===== config.mk =====
export PLATFORM = sky130hd
export DESIGN_NAME = nmea_gga_vtg_parser_core
export DESIGN_NICKNAME = d
export VERILOG_FILES = /design/src/sv/ngvp_pkg.sv /design/src/sv/nmea_gga_vtg_parser_core.sv /design/src/sv/ngvp_min_step.sv
export SDC_FILE = /design/constraint.sdc
export NUM_CORES = 2
export LEC_CHECK = 0
export BUFFER_PORTS_ARGS = -buffer_cell sky130_fd_sc_hd__buf_2
export CAP_MARGIN = 20
export CORE_MARGIN = 2
export CORE_UTILIZATION = 45
export DETAILED_ROUTE_END_ITERATION = 12
export SLEW_MARGIN = 20
export SYNTH_ARGS = -nofsm -noshare
export SYNTH_HDL_FRONTEND = slang
export SYNTH_HIERARCHICAL = 1
export SYNTH_SLANG_ARGS = --single-unit
export TNS_END_PERCENT = 50

===== constraint.sdc =====
create_clock -name clk_i -period 11.2 [get_ports clk_i]
set_input_delay 1.12 -clock clk_i [delete_from_list [all_inputs] [get_ports clk_i]]
set_output_delay 1.12 -clock clk_i [all_outputs]
set_load 0.02 [all_outputs]

===== src/sv/ngvp_pkg.sv =====
// shared types, constants and small arithmetic helpers for the nmea gga/vtg parser
// no dependencies; used by ngvp_min_step and nmea_gga_vtg_parser_core
`timescale 1ns / 1ps

package ngvp_pkg;

  localparam int MAX_LINE = 100;

  localparam logic [1:0] MATCH_NONE = 2'b00;
  localparam logic [1:0] MATCH_GGA  = 2'b01;
  localparam logic [1:0] MATCH_VTG  = 2'b10;
  localparam logic [1:0] MATCH_BOTH = 2'b11;

  localparam logic [31:0] LAT_LIMIT   = 32'd900000000;
  localparam logic [31:0] LON_LIMIT   = 32'd1800000000;
  localparam logic [23:0] SPEED_LIMIT = 24'd9999999;
  localparam logic [19:0] MIN_INT_CAP = 20'd999999;
  localparam logic [19:0] SPD_INT_CAP = 20'd10000;

  // 999999 minutes * 1e7 / 60, remainder zero
  localparam logic [37:0] MIN_SAT_QUO = 38'd166666500000;

  typedef enum logic [1:0] {
    MIN_HOLD,
    MIN_INT,
    MIN_FRAC,
    MIN_SAT
  } min_kind_e;

  typedef struct packed {
    min_kind_e  kind;
    logic [3:0] digit;
    logic [2:0] fc;
  } min_op_t;

  typedef struct packed {
    logic [4:0] quo;
    logic [5:0] rem;
  } div60_t;

  typedef struct packed {
    logic [14:0] pq;
    logic [5:0]  pr;
  } frac_w_t;

  // exact for x below 1024
  function automatic div60_t div60(input logic [9:0] x);
    logic [20:0] prod;
    div60_t      res;
    prod    = 21'(x) * 21'd1093;
    res.quo = prod[20:16];
    res.rem = 6'(x - 10'(res.quo) * 10'd60);
    return res;
  endfunction

  // weight 10^(6-fc) split as pq*60 + pr
  function automatic frac_w_t frac_weight(input logic [2:0] fc);
    frac_w_t w;
    case (fc)
      3'd0:    w = '{pq: 15'd16666, pr: 6'd40};
      3'd1:    w = '{pq: 15'd1666,  pr: 6'd40};
      3'd2:    w = '{pq: 15'd166,   pr: 6'd40};
      3'd3:    w = '{pq: 15'd16,    pr: 6'd40};
      3'd4:    w = '{pq: 15'd1,     pr: 6'd40};
      3'd5:    w = '{pq: 15'd0,     pr: 6'd10};
      3'd6:    w = '{pq: 15'd0,     pr: 6'd1};
      default: w = '{pq: 15'd0,     pr: 6'd0};
    endcase
    return w;
  endfunction

  function automatic logic [7:0] tag_char(input logic vtg, input logic [2:0] pos);
    logic [7:0] ch;
    case (pos)
      3'd0:    ch = "G";
      3'd1:    ch = "N";
      3'd2:    ch = vtg ? "V" : "G";
      3'd3:    ch = vtg ? "T" : "G";
      3'd4:    ch = vtg ? "G" : "A";
      default: ch = 8'h00;
    endcase
    return ch;
  endfunction

  // bit 4 set when c is a hex digit
  function automatic logic [4:0] hex_value(input logic [7:0] c);
    logic [4:0] h;
    if (c >= "0" && c <= "9") h = {1'b1, 4'(c - "0")};
    else if (c >= "A" && c <= "F") h = {1'b1, 4'(c - "A" + 8'd10)};
    else if (c >= "a" && c <= "f") h = {1'b1, 4'(c - "a" + 8'd10)};
    else h = 5'd0;
    return h;
  endfunction

endpackage


===== src/sv/nmea_gga_vtg_parser_core.sv =====
// nmea gga/vtg sentence parser top level: byte input, held fix/position/speed output
// depends on ngvp_pkg and ngvp_min_step
`timescale 1ns / 1ps

// usage
// s_axis carries one received nmea character per transfer in tdata[7:0].
// m_axis carries one result per checked GNGGA or GNVTG sentence, issued on
// the transfer of its closing line feed. tuser is the sentence kind
// (0 position, 1 speed); tdata holds the held values after the update.
// a byte passes an input register and is parsed from there; a result then
// passes the output register before it appears on m_axis.
// throughput is one byte per cycle unless the output stalls, limited by the
// per-byte update of the field scanner and minutes accumulator between the two registers.
// while a result waits in the output register with m_axis_tready low, the
// byte held in the input register is not parsed and s_axis_tready drops
// once that register is full.
// reset clears parse state and all held values to zero; bytes before the
// first '$' are ignored.
module nmea_gga_vtg_parser_core (
  input  logic        clk_i,
  input  logic        rst_ni,
  input  logic        s_axis_tvalid,
  output logic        s_axis_tready,
  input  logic [7:0]  s_axis_tdata,   // rx_byte[7:0]
  output logic        m_axis_tvalid,
  input  logic        m_axis_tready,
  output logic [95:0] m_axis_tdata,   // fix_active[0], latitude_e7[31:1], longitude_e7[63:32],
                                      // satellite_count[70:64], speed_mkmh[94:71], zero[95]
  output logic        m_axis_tuser    // sentence_kind[0]
);

  typedef enum logic [2:0] {
    PH_IDLE,
    PH_BODY,
    PH_CKHI,
    PH_CKLO,
    PH_TAIL
  } phase_e;

  logic       in_valid_q;
  logic [7:0] in_byte_q;
  logic       fire;

  phase_e      phase_q, phase_d;
  logic [6:0]  line_q, line_d;
  logic [7:0]  cks_q, cks_d;
  logic [3:0]  fidx_q, fidx_d;
  logic [1:0]  match_q, match_d;
  logic [6:0]  pos_q, pos_d;
  logic [33:0] deg_q, deg_d;
  logic [19:0] int_q, int_d;
  logic [37:0] minq_q, minq_d;
  logic [5:0]  minr_q, minr_d;
  logic [2:0]  fc_q, fc_d;
  logic [9:0]  sfrac_q, sfrac_d;
  logic        dot_q, dot_d;
  logic        send_q, send_d;
  logic        stop_q, stop_d;
  logic [31:0] shlat_q, shlat_d;
  logic [31:0] shlon_q, shlon_d;
  logic        shfix_q, shfix_d;
  logic [6:0]  shsat_q, shsat_d;
  logic [23:0] shspd_q, shspd_d;
  logic [31:0] hlat_q, hlat_d;
  logic [31:0] hlon_q, hlon_d;
  logic        hfix_q, hfix_d;
  logic [6:0]  hsat_q, hsat_d;
  logic [23:0] hspd_q, hspd_d;

  logic        res_valid;
  logic        res_kind;
  logic        out_valid_q;
  logic        out_kind_q;
  logic [94:0] out_data_q;

  ngvp_pkg::min_op_t min_op;
  logic              scan_clr;
  logic [37:0]       min_quo;
  logic [5:0]        min_rem;

  assign fire          = in_valid_q && (!out_valid_q || m_axis_tready);
  assign s_axis_tready = !in_valid_q || fire;

  ngvp_min_step u_min_step (
    .quo_i (minq_q),
    .rem_i (minr_q),
    .op_i  (min_op),
    .quo_o (min_quo),
    .rem_o (min_rem)
  );

  assign minq_d = scan_clr ? '0 : min_quo;
  assign minr_d = scan_clr ? '0 : min_rem;

  always_comb begin
    logic [7:0]  c;
    logic [3:0]  dg;
    logic        is_dig;
    logic        fend;
    logic        fchar;
    logic [23:0] int_new;
    logic [4:0]  hx;
    logic [38:0] mag;
    logic [31:0] lim;
    logic [9:0]  sats;
    logic [24:0] spd;
    logic [2:0]  degd;
    logic [9:0]  sw;
    c       = in_byte_q;
    dg      = 4'(c - 8'h30);
    is_dig  = (c >= "0") && (c <= "9");
    fend    = 1'b0;
    fchar   = 1'b0;
    int_new = 24'(int_q) * 24'd10 + 24'(dg);
    hx      = ngvp_pkg::hex_value(c);
    mag     = '0;
    lim     = '0;
    sats    = 10'(shsat_q) * 10'd10 + 10'(dg);
    spd     = '0;
    degd    = (fidx_q == 4'd2) ? 3'd2 : 3'd3;
    sw      = (fc_q == 3'd0) ? 10'd100 : ((fc_q == 3'd1) ? 10'd10 : 10'd1);

    phase_d = phase_q;  line_d = line_q;  cks_d = cks_q;  fidx_d = fidx_q;
    match_d = match_q;  pos_d = pos_q;    deg_d = deg_q;  int_d = int_q;
    fc_d = fc_q;        sfrac_d = sfrac_q; dot_d = dot_q; send_d = send_q;
    stop_d = stop_q;    shlat_d = shlat_q; shlon_d = shlon_q;
    shfix_d = shfix_q;  shsat_d = shsat_q; shspd_d = shspd_q;
    hlat_d = hlat_q;    hlon_d = hlon_q;   hfix_d = hfix_q;
    hsat_d = hsat_q;    hspd_d = hspd_q;
    min_op    = '{kind: ngvp_pkg::MIN_HOLD, digit: dg, fc: fc_q};
    scan_clr  = 1'b0;
    res_valid = 1'b0;
    res_kind  = 1'b0;

    if (fire) begin
      if (c == "$") begin
        phase_d = PH_BODY;  line_d = 7'd1;  cks_d = '0;  fidx_d = '0;
        match_d = ngvp_pkg::MATCH_BOTH;
        shlat_d = '0;  shlon_d = '0;  shfix_d = 1'b0;  shsat_d = '0;  shspd_d = '0;
        stop_d  = 1'b0;
        scan_clr = 1'b1;
      end else if (phase_q != PH_IDLE) begin
        if (line_q >= 7'(ngvp_pkg::MAX_LINE)) begin
          phase_d = PH_IDLE;
        end else begin
          line_d = line_q + 7'd1;
          case (phase_q)
            PH_BODY: begin
              if (c == 8'h0d || c == 8'h0a) begin
                phase_d = PH_IDLE;
              end else if (c == "*") begin
                fend    = 1'b1;
                phase_d = PH_CKHI;
              end else begin
                cks_d = cks_q ^ c;
                if (c == ",") fend = 1'b1;
                else fchar = 1'b1;
              end
            end
            PH_CKHI: phase_d = (hx[4] && hx[3:0] == cks_q[7:4]) ? PH_CKLO : PH_IDLE;
            PH_CKLO: phase_d = (hx[4] && hx[3:0] == cks_q[3:0]) ? PH_TAIL : PH_IDLE;
            PH_TAIL: begin
              if (c != 8'h0d) begin
                phase_d = PH_IDLE;
                if (c == 8'h0a) begin
                  if (match_q == ngvp_pkg::MATCH_GGA) begin
                    hfix_d = shfix_q;
                    hsat_d = shsat_q;
                    if (shfix_q) begin
                      hlat_d = shlat_q;
                      hlon_d = shlon_q;
                    end
                    res_valid = 1'b1;
                    res_kind  = 1'b0;
                  end else if (match_q == ngvp_pkg::MATCH_VTG) begin
                    hspd_d    = shspd_q;
                    res_valid = 1'b1;
                    res_kind  = 1'b1;
                  end
                end
              end
            end
            default: phase_d = PH_IDLE;
          endcase
        end
      end

      if (fchar) begin
        if (fidx_q == 4'd0) begin
          if (pos_q < 7'd5) begin
            if (c != ngvp_pkg::tag_char(1'b0, pos_q[2:0])) match_d[0] = 1'b0;
            if (c != ngvp_pkg::tag_char(1'b1, pos_q[2:0])) match_d[1] = 1'b0;
          end else begin
            match_d = ngvp_pkg::MATCH_NONE;
          end
        end else if (match_q == ngvp_pkg::MATCH_GGA && !stop_q) begin
          case (fidx_q)
            4'd2, 4'd4: begin
              if (pos_q < 7'(degd)) begin
                if (!send_q) begin
                  if (is_dig) deg_d = 34'(deg_q * 34'd10 + 34'(dg) * 34'd10000000);
                  else send_d = 1'b1;
                end
              end else if (!send_q) begin
                if (is_dig) begin
                  if (dot_q) begin
                    if (fc_q < 3'd7) begin
                      min_op.kind = ngvp_pkg::MIN_FRAC;
                      fc_d        = fc_q + 3'd1;
                    end
                  end else if (int_new > 24'(ngvp_pkg::MIN_INT_CAP)) begin
                    int_d       = ngvp_pkg::MIN_INT_CAP;
                    min_op.kind = ngvp_pkg::MIN_SAT;
                  end else begin
                    int_d       = int_new[19:0];
                    min_op.kind = ngvp_pkg::MIN_INT;
                  end
                end else if (c == "." && !dot_q) begin
                  dot_d = 1'b1;
                end else begin
                  send_d = 1'b1;
                end
              end
            end
            4'd3: if (pos_q == 7'd0 && c == "S") shlat_d = 32'd0 - shlat_q;
            4'd5: if (pos_q == 7'd0 && c == "W") shlon_d = 32'd0 - shlon_q;
            4'd6, 4'd7: begin
              if (!send_q) begin
                if (is_dig) begin
                  if (fidx_q == 4'd6) begin
                    if (c != "0") shfix_d = 1'b1;
                  end else begin
                    shsat_d = (sats > 10'd99) ? 7'd99 : sats[6:0];
                  end
                end else if (pos_q == 7'd0) begin
                  stop_d = 1'b1;
                end else begin
                  send_d = 1'b1;
                end
              end
            end
            default: ;
          endcase
        end else if (match_q == ngvp_pkg::MATCH_VTG && fidx_q == 4'd7) begin
          if (!send_q) begin
            if (is_dig) begin
              if (dot_q) begin
                if (fc_q < 3'd3) begin
                  sfrac_d = sfrac_q + 10'(dg) * sw;
                  fc_d    = fc_q + 3'd1;
                end
              end else if (int_new > 24'(ngvp_pkg::SPD_INT_CAP)) begin
                int_d = ngvp_pkg::SPD_INT_CAP;
              end else begin
                int_d = int_new[19:0];
              end
            end else if (c == "." && !dot_q) begin
              dot_d = 1'b1;
            end else begin
              send_d = 1'b1;
            end
          end
        end
        if (pos_q < 7'd127) pos_d = pos_q + 7'd1;
      end

      if (fend) begin
        if (fidx_q == 4'd0) begin
          if (pos_q != 7'd5) match_d = ngvp_pkg::MATCH_NONE;
        end else if (match_q == ngvp_pkg::MATCH_GGA && !stop_q && fidx_q <= 4'd7) begin
          lim = (fidx_q == 4'd2) ? ngvp_pkg::LAT_LIMIT : ngvp_pkg::LON_LIMIT;
          mag = 39'(deg_q) + 39'(minq_q) + 39'(minr_q >= 6'd30);
          if (pos_q == 7'd0) stop_d = 1'b1;
          else if (fidx_q == 4'd2) shlat_d = (mag > 39'(lim)) ? lim : mag[31:0];
          else if (fidx_q == 4'd4) shlon_d = (mag > 39'(lim)) ? lim : mag[31:0];
        end else if (match_q == ngvp_pkg::MATCH_VTG && fidx_q == 4'd7) begin
          spd     = 25'(int_q) * 25'd1000 + 25'(sfrac_q);
          shspd_d = (spd > 25'(ngvp_pkg::SPEED_LIMIT)) ? ngvp_pkg::SPEED_LIMIT : spd[23:0];
        end
        if (fidx_q < 4'd15) fidx_d = fidx_q + 4'd1;
        scan_clr = 1'b1;
      end

      if (scan_clr) begin
        pos_d = '0;  deg_d = '0;  int_d = '0;  fc_d = '0;  sfrac_d = '0;
        dot_d = 1'b0;  send_d = 1'b0;
        min_op.kind = ngvp_pkg::MIN_HOLD;
      end
    end
  end

  always_ff @(posedge clk_i or negedge rst_ni) begin
    if (!rst_ni) begin
      in_valid_q  <= 1'b0;
      out_valid_q <= 1'b0;
      phase_q <= PH_IDLE;  line_q <= '0;  cks_q <= '0;  fidx_q <= '0;
      match_q <= ngvp_pkg::MATCH_NONE;  pos_q <= '0;  deg_q <= '0;  int_q <= '0;
      minq_q <= '0;  minr_q <= '0;  fc_q <= '0;  sfrac_q <= '0;
      dot_q <= 1'b0;  send_q <= 1'b0;  stop_q <= 1'b0;
      shlat_q <= '0;  shlon_q <= '0;  shfix_q <= 1'b0;  shsat_q <= '0;  shspd_q <= '0;
      hlat_q <= '0;  hlon_q <= '0;  hfix_q <= 1'b0;  hsat_q <= '0;  hspd_q <= '0;
    end else begin
      if (s_axis_tready) in_valid_q <= s_axis_tvalid;
      if (fire && res_valid) out_valid_q <= 1'b1;
      else if (m_axis_tready) out_valid_q <= 1'b0;
      phase_q <= phase_d;  line_q <= line_d;  cks_q <= cks_d;  fidx_q <= fidx_d;
      match_q <= match_d;  pos_q <= pos_d;  deg_q <= deg_d;  int_q <= int_d;
      minq_q <= minq_d;  minr_q <= minr_d;  fc_q <= fc_d;  sfrac_q <= sfrac_d;
      dot_q <= dot_d;  send_q <= send_d;  stop_q <= stop_d;
      shlat_q <= shlat_d;  shlon_q <= shlon_d;  shfix_q <= shfix_d;
      shsat_q <= shsat_d;  shspd_q <= shspd_d;
      hlat_q <= hlat_d;  hlon_q <= hlon_d;  hfix_q <= hfix_d;
      hsat_q <= hsat_d;  hspd_q <= hspd_d;
    end
  end

  // payload registers
  always_ff @(posedge clk_i) begin
    if (s_axis_tready && s_axis_tvalid) in_byte_q <= s_axis_tdata;
    if (fire && res_valid) begin
      out_kind_q <= res_kind;
      out_data_q <= {hspd_d, hsat_d, hlon_d, hlat_d[30:0], hfix_d};
    end
  end

  assign m_axis_tvalid = out_valid_q;
  assign m_axis_tuser  = out_kind_q;
  assign m_axis_tdata  = {1'b0, out_data_q};

endmodule


===== src/sv/ngvp_min_step.sv =====
// minutes accumulator step: keeps minutes*1e7 as quotient and remainder by 60
// depends on ngvp_pkg
`timescale 1ns / 1ps

module ngvp_min_step (
  input  logic [37:0]      quo_i,
  input  logic [5:0]       rem_i,
  input  ngvp_pkg::min_op_t op_i,
  output logic [37:0]      quo_o,
  output logic [5:0]       rem_o
);

  always_comb begin
    logic [9:0]            x;
    ngvp_pkg::div60_t      dv;
    ngvp_pkg::frac_w_t     w;
    logic [40:0]           q_wide;
    x      = '0;
    dv     = '0;
    w      = ngvp_pkg::frac_weight(op_i.fc);
    q_wide = 41'(quo_i);
    quo_o  = quo_i;
    rem_o  = rem_i;
    case (op_i.kind)
      ngvp_pkg::MIN_INT: begin
        // 1e7 = 166666*60 + 40
        x      = 10'(rem_i) * 10'd10 + 10'(op_i.digit) * 10'd40;
        dv     = ngvp_pkg::div60(x);
        q_wide = 41'(quo_i) * 41'd10 + 41'(op_i.digit) * 41'd166666 + 41'(dv.quo);
        quo_o  = q_wide[37:0];
        rem_o  = dv.rem;
      end
      ngvp_pkg::MIN_FRAC: begin
        x      = 10'(rem_i) + 10'(op_i.digit) * 10'(w.pr);
        dv     = ngvp_pkg::div60(x);
        q_wide = 41'(quo_i) + 41'(op_i.digit) * 41'(w.pq) + 41'(dv.quo);
        quo_o  = q_wide[37:0];
        rem_o  = dv.rem;
      end
      ngvp_pkg::MIN_SAT: begin
        quo_o = ngvp_pkg::MIN_SAT_QUO;
        rem_o = '0;
      end
      default: begin
        quo_o = quo_i;
        rem_o = rem_i;
      end
    endcase
  end

endmodule


Word-level counts from Yosys, hierarchy flattened
Cells that the tools add are included.
Operators by class
  add/subtract/negate cells: 26
  $mul: 16
  divide/modulo/power cells: 0
  magnitude comparators: 20
  eq/ne operators: 58
  shift-type cells: 0
  multiplexer cells: 273
  bitwise gates (word level): 6
  reduce and logical (&&, ||, !) cells: 58
Operator list (count)
  $mux W32: 33
  $mux W24: 15
  $mux W31: 10
  $mux W20: 15
  $mux W34: 8
  $mux W7: 24
  $pmux W21 S7: 1
  $pmux W38 S3: 1
  $mux W8: 14
  $mux W10: 9
  $mux W1: 87
  $add A38 B5 Y38: 2
  $mux W3: 22
  $sub A1 B32 Y32 const A: 2
  $mul A10 B11 Y21 const B: 2
  $mul A4 B17 Y21 const B: 2
  $mux W2: 20
  $add A34 B38 Y39: 1
  $add A39 B1 Y39: 1
  $gt A39 B31 Y1: 1
  $add A38 B19 Y38: 1
  $add A38 B22 Y38: 1
  $mul A38 B3 Y37 const B: 1
  $mux W38: 1
  other kinds (92): 183
Word-level totals
  flip-flop bits (word level): 442
  latch bits: 0
  RAM bits: 0
  ROM bits: 0
  input bits: 12
  output and inout port bits: 99
  word-level logic and storage cells: 487
  memories kept: 0

Depth between registers and ports, before layout
  depth after elaboration: 19
  depth in mapped cells: 52
  mapped depth without buffers: 50

By module
The synthesis kept the hierarchy.
By module, submodules not included
  nmea_gga_vtg_parser_core: times used 1, cells an instance 3313, area each 31162.4 µm², seq. area each 11380.9 µm²
  ngvp_min_step: times used 1, cells an instance 1354, area each 10918.0 µm², seq. area each 0.0 µm²

Worst setup path before layout
OpenSTA, ideal clock, no wires.
  path kind: flip-flop to flip-flop
  start: register in_byte_q[1]
  end: register minq_q[22]
  setup time: 0.119 ns
  arrival: 10.571 ns
  required time: 11.081 ns
  setup slack: 0.510 ns
  cell stages (with the launch flop): 45
  buffers on the path: 0
  clock period less this slack: 10.690 ns
  path through: edfxtp_1 -> inv_1 -> a21oi_1 -> ha_1 -> ha_1 -> fa_1 -> ha_1 -> inv_1 -> o21ai_0 -> a21oi_1 -> o21ai_0 -> a21o_1 -> nand2_1 -> xnor2_1 -> ha_1 -> xor2_1 -> ha_1 -> a21o_1 -> [... 9 more ...] -> a31o_2 -> xnor2_1 -> fa_1 -> fa_1 -> fa_1 -> inv_1 -> fa_1 -> a21o_1 -> a21oi_1 -> o21bai_1 -> a221oi_1 -> o22ai_1 -> a221o_1 -> nand3_1 -> mux2_2 -> a21oi_1 -> o22ai_1 -> and2_1
On the way
  word-level cells in the longest chain between the ends: 17
  elaborated cells on any way between the ends: 61
  those cells by class: add/sub (8); mul (6); order compare (3); eq/ne (8); mux (33); reduce/logical (3)
RTL lines
  start, declared: line nmea_gga_vtg_parser_core.sv:41  | logic [7:0] in_byte_q;
  start signal, assigned: line nmea_gga_vtg_parser_core.sv:319  | if (s_axis_tready && s_axis_tvalid) in_byte_q <= s_axis_tdata;
  branches (longest 15 deep; another with $add A38 B5 Y38)
  $pmux W38 S3 *: line ngvp_min_step.sv:24  | case (op_i.kind)
  named net min_quo[22]: line nmea_gga_vtg_parser_core.sv:78  | logic [37:0] min_quo;
  $mux W38 *: line nmea_gga_vtg_parser_core.sv:92  | assign minq_d = scan_clr ? '0 : min_quo;
  named net minq_d[22]: line nmea_gga_vtg_parser_core.sv:52  | logic [37:0] minq_q, minq_d;
  end signal, assigned: line nmea_gga_vtg_parser_core.sv:298  | minq_q <= '0; minr_q <= '0; fc_q <= '0; sfrac_q <= '0;
  end signal, assigned: line nmea_gga_vtg_parser_core.sv:308  | minq_q <= minq_d; minr_q <= minr_d; fc_q <= fc_d; sfrac_q <= sfrac_d;
  end, declared: line nmea_gga_vtg_parser_core.sv:52
Mark *: on every way through the listed nets, which the timed path passes. The select of a mux whose other input is x is not followed.
A chain may end at the register's enable or synchronous reset.

Worst setup path in the final report
  start: register fc_q[2]
  end: register minq_q[22]
On the way
  word-level cells in the longest chain between the ends: 15
  elaborated cells on any way between the ends: 32
  those cells by class: add/sub (3); mul (3); order compare (1); eq/ne (9); mux (14); reduce/logical (2)
RTL lines
  start, declared: line nmea_gga_vtg_parser_core.sv:54  | logic [2:0] fc_q, fc_d;
  start signal, assigned: line nmea_gga_vtg_parser_core.sv:298
  start signal, assigned: line nmea_gga_vtg_parser_core.sv:308
  branches (longest 13 deep; another with $add A38 B5 Y38)
  $pmux W38 S3 *: line ngvp_min_step.sv:24
  named net min_quo[22]: line nmea_gga_vtg_parser_core.sv:78
  $mux W38 *: line nmea_gga_vtg_parser_core.sv:92
  named net minq_d[22]: line nmea_gga_vtg_parser_core.sv:52
Mark *: on every way through the listed nets, which the timed path passes.

==> results_dict.tcl <==
set metrics [dict create \
    outcome "complete, no violations" \
    drt-initial-drc-count 2706 \
    logic_pwr_share_pct 29.7 \
    period_needed_ns 10.52 \
    maximum_number_of_pins_on_one_net_before_global_route_repair 166 \
    report.final.setup_viol 0 \
    synth.ff_latch_count 434 \
    grt_pass1_wl_um 180000 \
    synth.net_count 5398 \
    post_route_cells_drive_above_1_share_pct 8.89 \
    die_w_um 310 \
    synth.top_cell.area_share_pct 19.6 \
    yosysSeqAreaShare_pct 27.0 \
    area_delta_synth_final_pct 8.43 \
    drt.antenna.violating_nets 0 \
    min_delay_path_depth 2 \
    maxSlewHeadroom_pct 27.1 \
    power.share.switching_pct 33.5 \
    timing.reg2reg.worst_path_depth 46 \
    cp_data_required_time_ns 11.72 \
    core_area_um2 93000 \
    max_cap_viol_count 0 \
    number_of_global_route_vias_before_repair 33103 \
    crit_end_element "flop" \
    synth.most_common_cell "ha_1" \
    reg_to_reg_startpoint "fc_q[2]$_DFFE_PN0P_" \
    gp_congestion 0.905 \
    fin_hold_ws_ns 0.462 \
    avgViaCountPerCell 5.68 \
    ys.flop_type "dfrtp_1" \
    cts-root-to-sink-buffers 3 \
    drt_first_pass_iters 5 \
    cts_sinks 434 \
    fin_nets 5451 \
    layout.cell_area.non_filler_um2 45600 \
    area_enclosed_by_the_die_boundary_um2 96000 \
    layout.core_utilization_pct 49.0 \
    cts-root-buf "clkbuf_16" \
    cell_with_the_largest_stage_delay_on_the_worst_path "fa_1" \
    routed_wirelength_um 110000 \
    total_gr_overflow 0 \
    power.density_cell_area_nw_per_um2 103 \
    initial_util_pct 45.2 \
    tritoncts_clock_tree "built" \
    worstPathArrival_ns 11.04 \
    critical_path_class "flop to flop" \
    min_to "hspd_q[4]$_DFF_PN0_" \
    seq_power_share_pct 36.6 \
    port_buffers 109 \
    grt_antenna_before_repair 0 \
    drv_slew 0 \
    later_pin_clock_latency_in_the_skew_report_ns 0.63 \
    postSynth.asyncResetShare_pct 76.0 \
    fin_setup_tns_ns 0 \
    launch_instance_of_the_worst_min_delay_path "hspd_q[4]$_DFF_PN0_" \
    die_h_um 310 \
    worst_path_dominant_cell_family "adder cells" \
    yosys.area.top_type "dfrtp_1" \
    p_int_mw 3.14 \
    synthTopCellsByArea "dfrtp_1, ha_1, edfxtp_1, fa_1, xnor2_1" \
    n_antenna_cell 0 \
    cts.hold.buffers_added 0 \
    cts.htree.levels 2 \
    synth_area_per_cell_um2 9.02 \
    worst_margin_pin_slew_ns 1.09 \
    pin_count 111 \
    post-route-drc-count 0 \
    num_rows 112 \
    post_synth_most_frequent_cells "ha_1, inv_1, nand2_1" \
    timing.critical_path.fanout_max 5 \
    worstPathBufferInverterCount 4 \
    place_area_um2 44000 \
    vias 34174 \
    count_of_synthesis_stage_warnings_from_yosys 6 \
    hold_path.class "flop to flop" \
    largest_voltage_drop_on_the_vdd_net_mv 0.121 \
    timing_hold_violations_final 0 \
    finalCritPeriodShare_pct 93.9 \
    power.switching_mw 1.58 \
    mappedNetlistArea_um2 42100 \
    worst_path_largest_cell_delay_ns 0.55 \
    detailed_place_hpwl_um 84500 \
    leakage_power_summed_over_all_cells_nw 22.4 \
    final.setup_skew_ns 0.0464 \
    share_clk_of_total_power_pct 33.7 \
    critical_path.reg2reg.endpoint "minq_q[22]$_DFF_PN0_" \
    synth_edf_count 104 \
    synth.lib_cells_used.distinct 116 \
    rrSetupSlack_ns 0.68 \
    cts-buffers-inserted 47 \
    timing.fmax_mhz 95.0 \
    groute.usage.overall_pct 23.0 \
    cts.reportedPaths.clkPinSlew_ns 0.06 \
    wl_per_cell_um 18.2 \
    netlist_instances 4667 \
    setup.worst_path.start_class "flop" \
]
-- power groups by stage --
| stage | clock [mW] | combinational, mW | sequential [mW] |
|---|---|---|---|
| floorplan | 0 | 1.08 | 1.73 |
| global placement | 0 | 1.38 | 1.75 |
| detailed placement | 0 | 1.39 | 1.75 |
| CTS | 1.63 | 1.40 | 1.72 |
| global route | 1.69 | 1.60 | 1.73 |
| finish | 1.59 | 1.40 | 1.73 |
-- cells in the final DEF (no fill, tap or decap), types with 104 or more instances in the layout --
| cell type | instances |
|---|---|
| xor2_1 | 109 |
| inv_1 | 399 |
| a21oi_1 | 291 |
| buf_2 | 108 |
| nand2_1 | 394 |
| nor2_1 | 295 |
| nand3_1 | 110 |
| edfxtp_1 | 104 |
| o21ai_0 | 273 |
| xnor2_1 | 211 |
| dfrtp_1 | 329 |
| fa_1 | 147 |
| ha_1 | 572 |
-- what timing repair did --
| item | in CTS | in global routing |
|---|---|---|
| endpoints found under the setup margin | 0 | 21 |
| gates resized for setup | 0 | 16 |
| buffers inserted | 0 | 3 |
-- worst reg2reg max path: cells and delay by family, from the launching register on --
| kind | cells | cell delay [ns] |
|---|---|---|
| adders and majority gates | 14 | 4.83 |
| xor gates and xnor gates | 3 | 0.52 |
| and+or+nand+nor | 6 | 0.80 |
| muxes | 1 | 0.33 |
| DFF | 1 | 0.39 |
| buffers and inverters | 4 | 0.25 |
| AOI/OAI and AO/OA | 18 | 3.32 |
-- logic make-up (layout without fill, tap and decap cells) --
logic type,Yosys count,count (layout),share of synthesized area [%]
AOI/OAI and AO/OA,1181,1181,18.3
xor gates and xnor gates,322,322,6.70
adders and majority gates,719,719,24.0
buffers and inverters,548,639,5.05
DFF,434,434,27.0
muxes,103,103,2.66
other,1,1,0.00891
and+or+nand+nor,1359,1359,16.2
-- area by class of cell --
class	count	area, µm²
clock inverters	26	270
repair buffers	152	891
inverters	400	1500
fillers	8940	47400
multi-input cells	3685	28700
clock buffers	61	1300
well taps	1254	1570
flip-flops and latches	434	11400
-- how the worst max path moves through the flow --
stage                      startpoint                    to  slack, ns  cells past startpoint
3_5_place_dp      fc_q[1]$_DFFE_PN0P_  minq_q[35]$_DFF_PN0_       0.07                     46
5_1_grt           fc_q[2]$_DFFE_PN0P_  minq_q[22]$_DFF_PN0_      -0.02                     49
6_report          fc_q[2]$_DFFE_PN0P_  minq_q[22]$_DFF_PN0_       0.68                     46
2_1_floorplan  in_byte_q[1]$_DFFE_PP_  minq_q[22]$_DFF_PN0_       0.51                     44
4_1_cts           fc_q[1]$_DFFE_PN0P_  minq_q[35]$_DFF_PN0_       0.06                     46
3_3_place_gp      fc_q[2]$_DFFE_PN0P_  minq_q[23]$_DFF_PN0_       0.13                     46
-- through the flow --
| stage | setup WS, ns | total power [mW] | std cells |
|---|---|---|---|
| after CTS | 0.0570 | 4.76 | 6009 |
| after global placement | 0.125 | 3.13 | 5922 |
| final | 0.678 | 4.72 | 6012 |
| after detailed placement | 0.0739 | 3.14 | 5922 |
| after global routing | -0.0182 | 5.02 | 6012 |
| after floorplan | 0.510 | 2.81 | 4667 |
-- flip-flops by register name, summed over array words and instances (netlist names), 8 cells and up --
register and flops:
shlat_q 31, hlon_q 32, hspd_q 24, in_byte_q 8
out_data_q 95, hlat_q 31, deg_q 27, cks_q 8
sfrac_q 10, shlon_q 32, shspd_q 24, minq_q 38
int_q 20
-- metal layers --
layer	routed length, µm	GRT usage, %
met3	5280	1.95
met4	2040	4.63
met2	48900	36.8
met1	53400	34.0
met5	0	0
(Power assumes the default switching activity.)
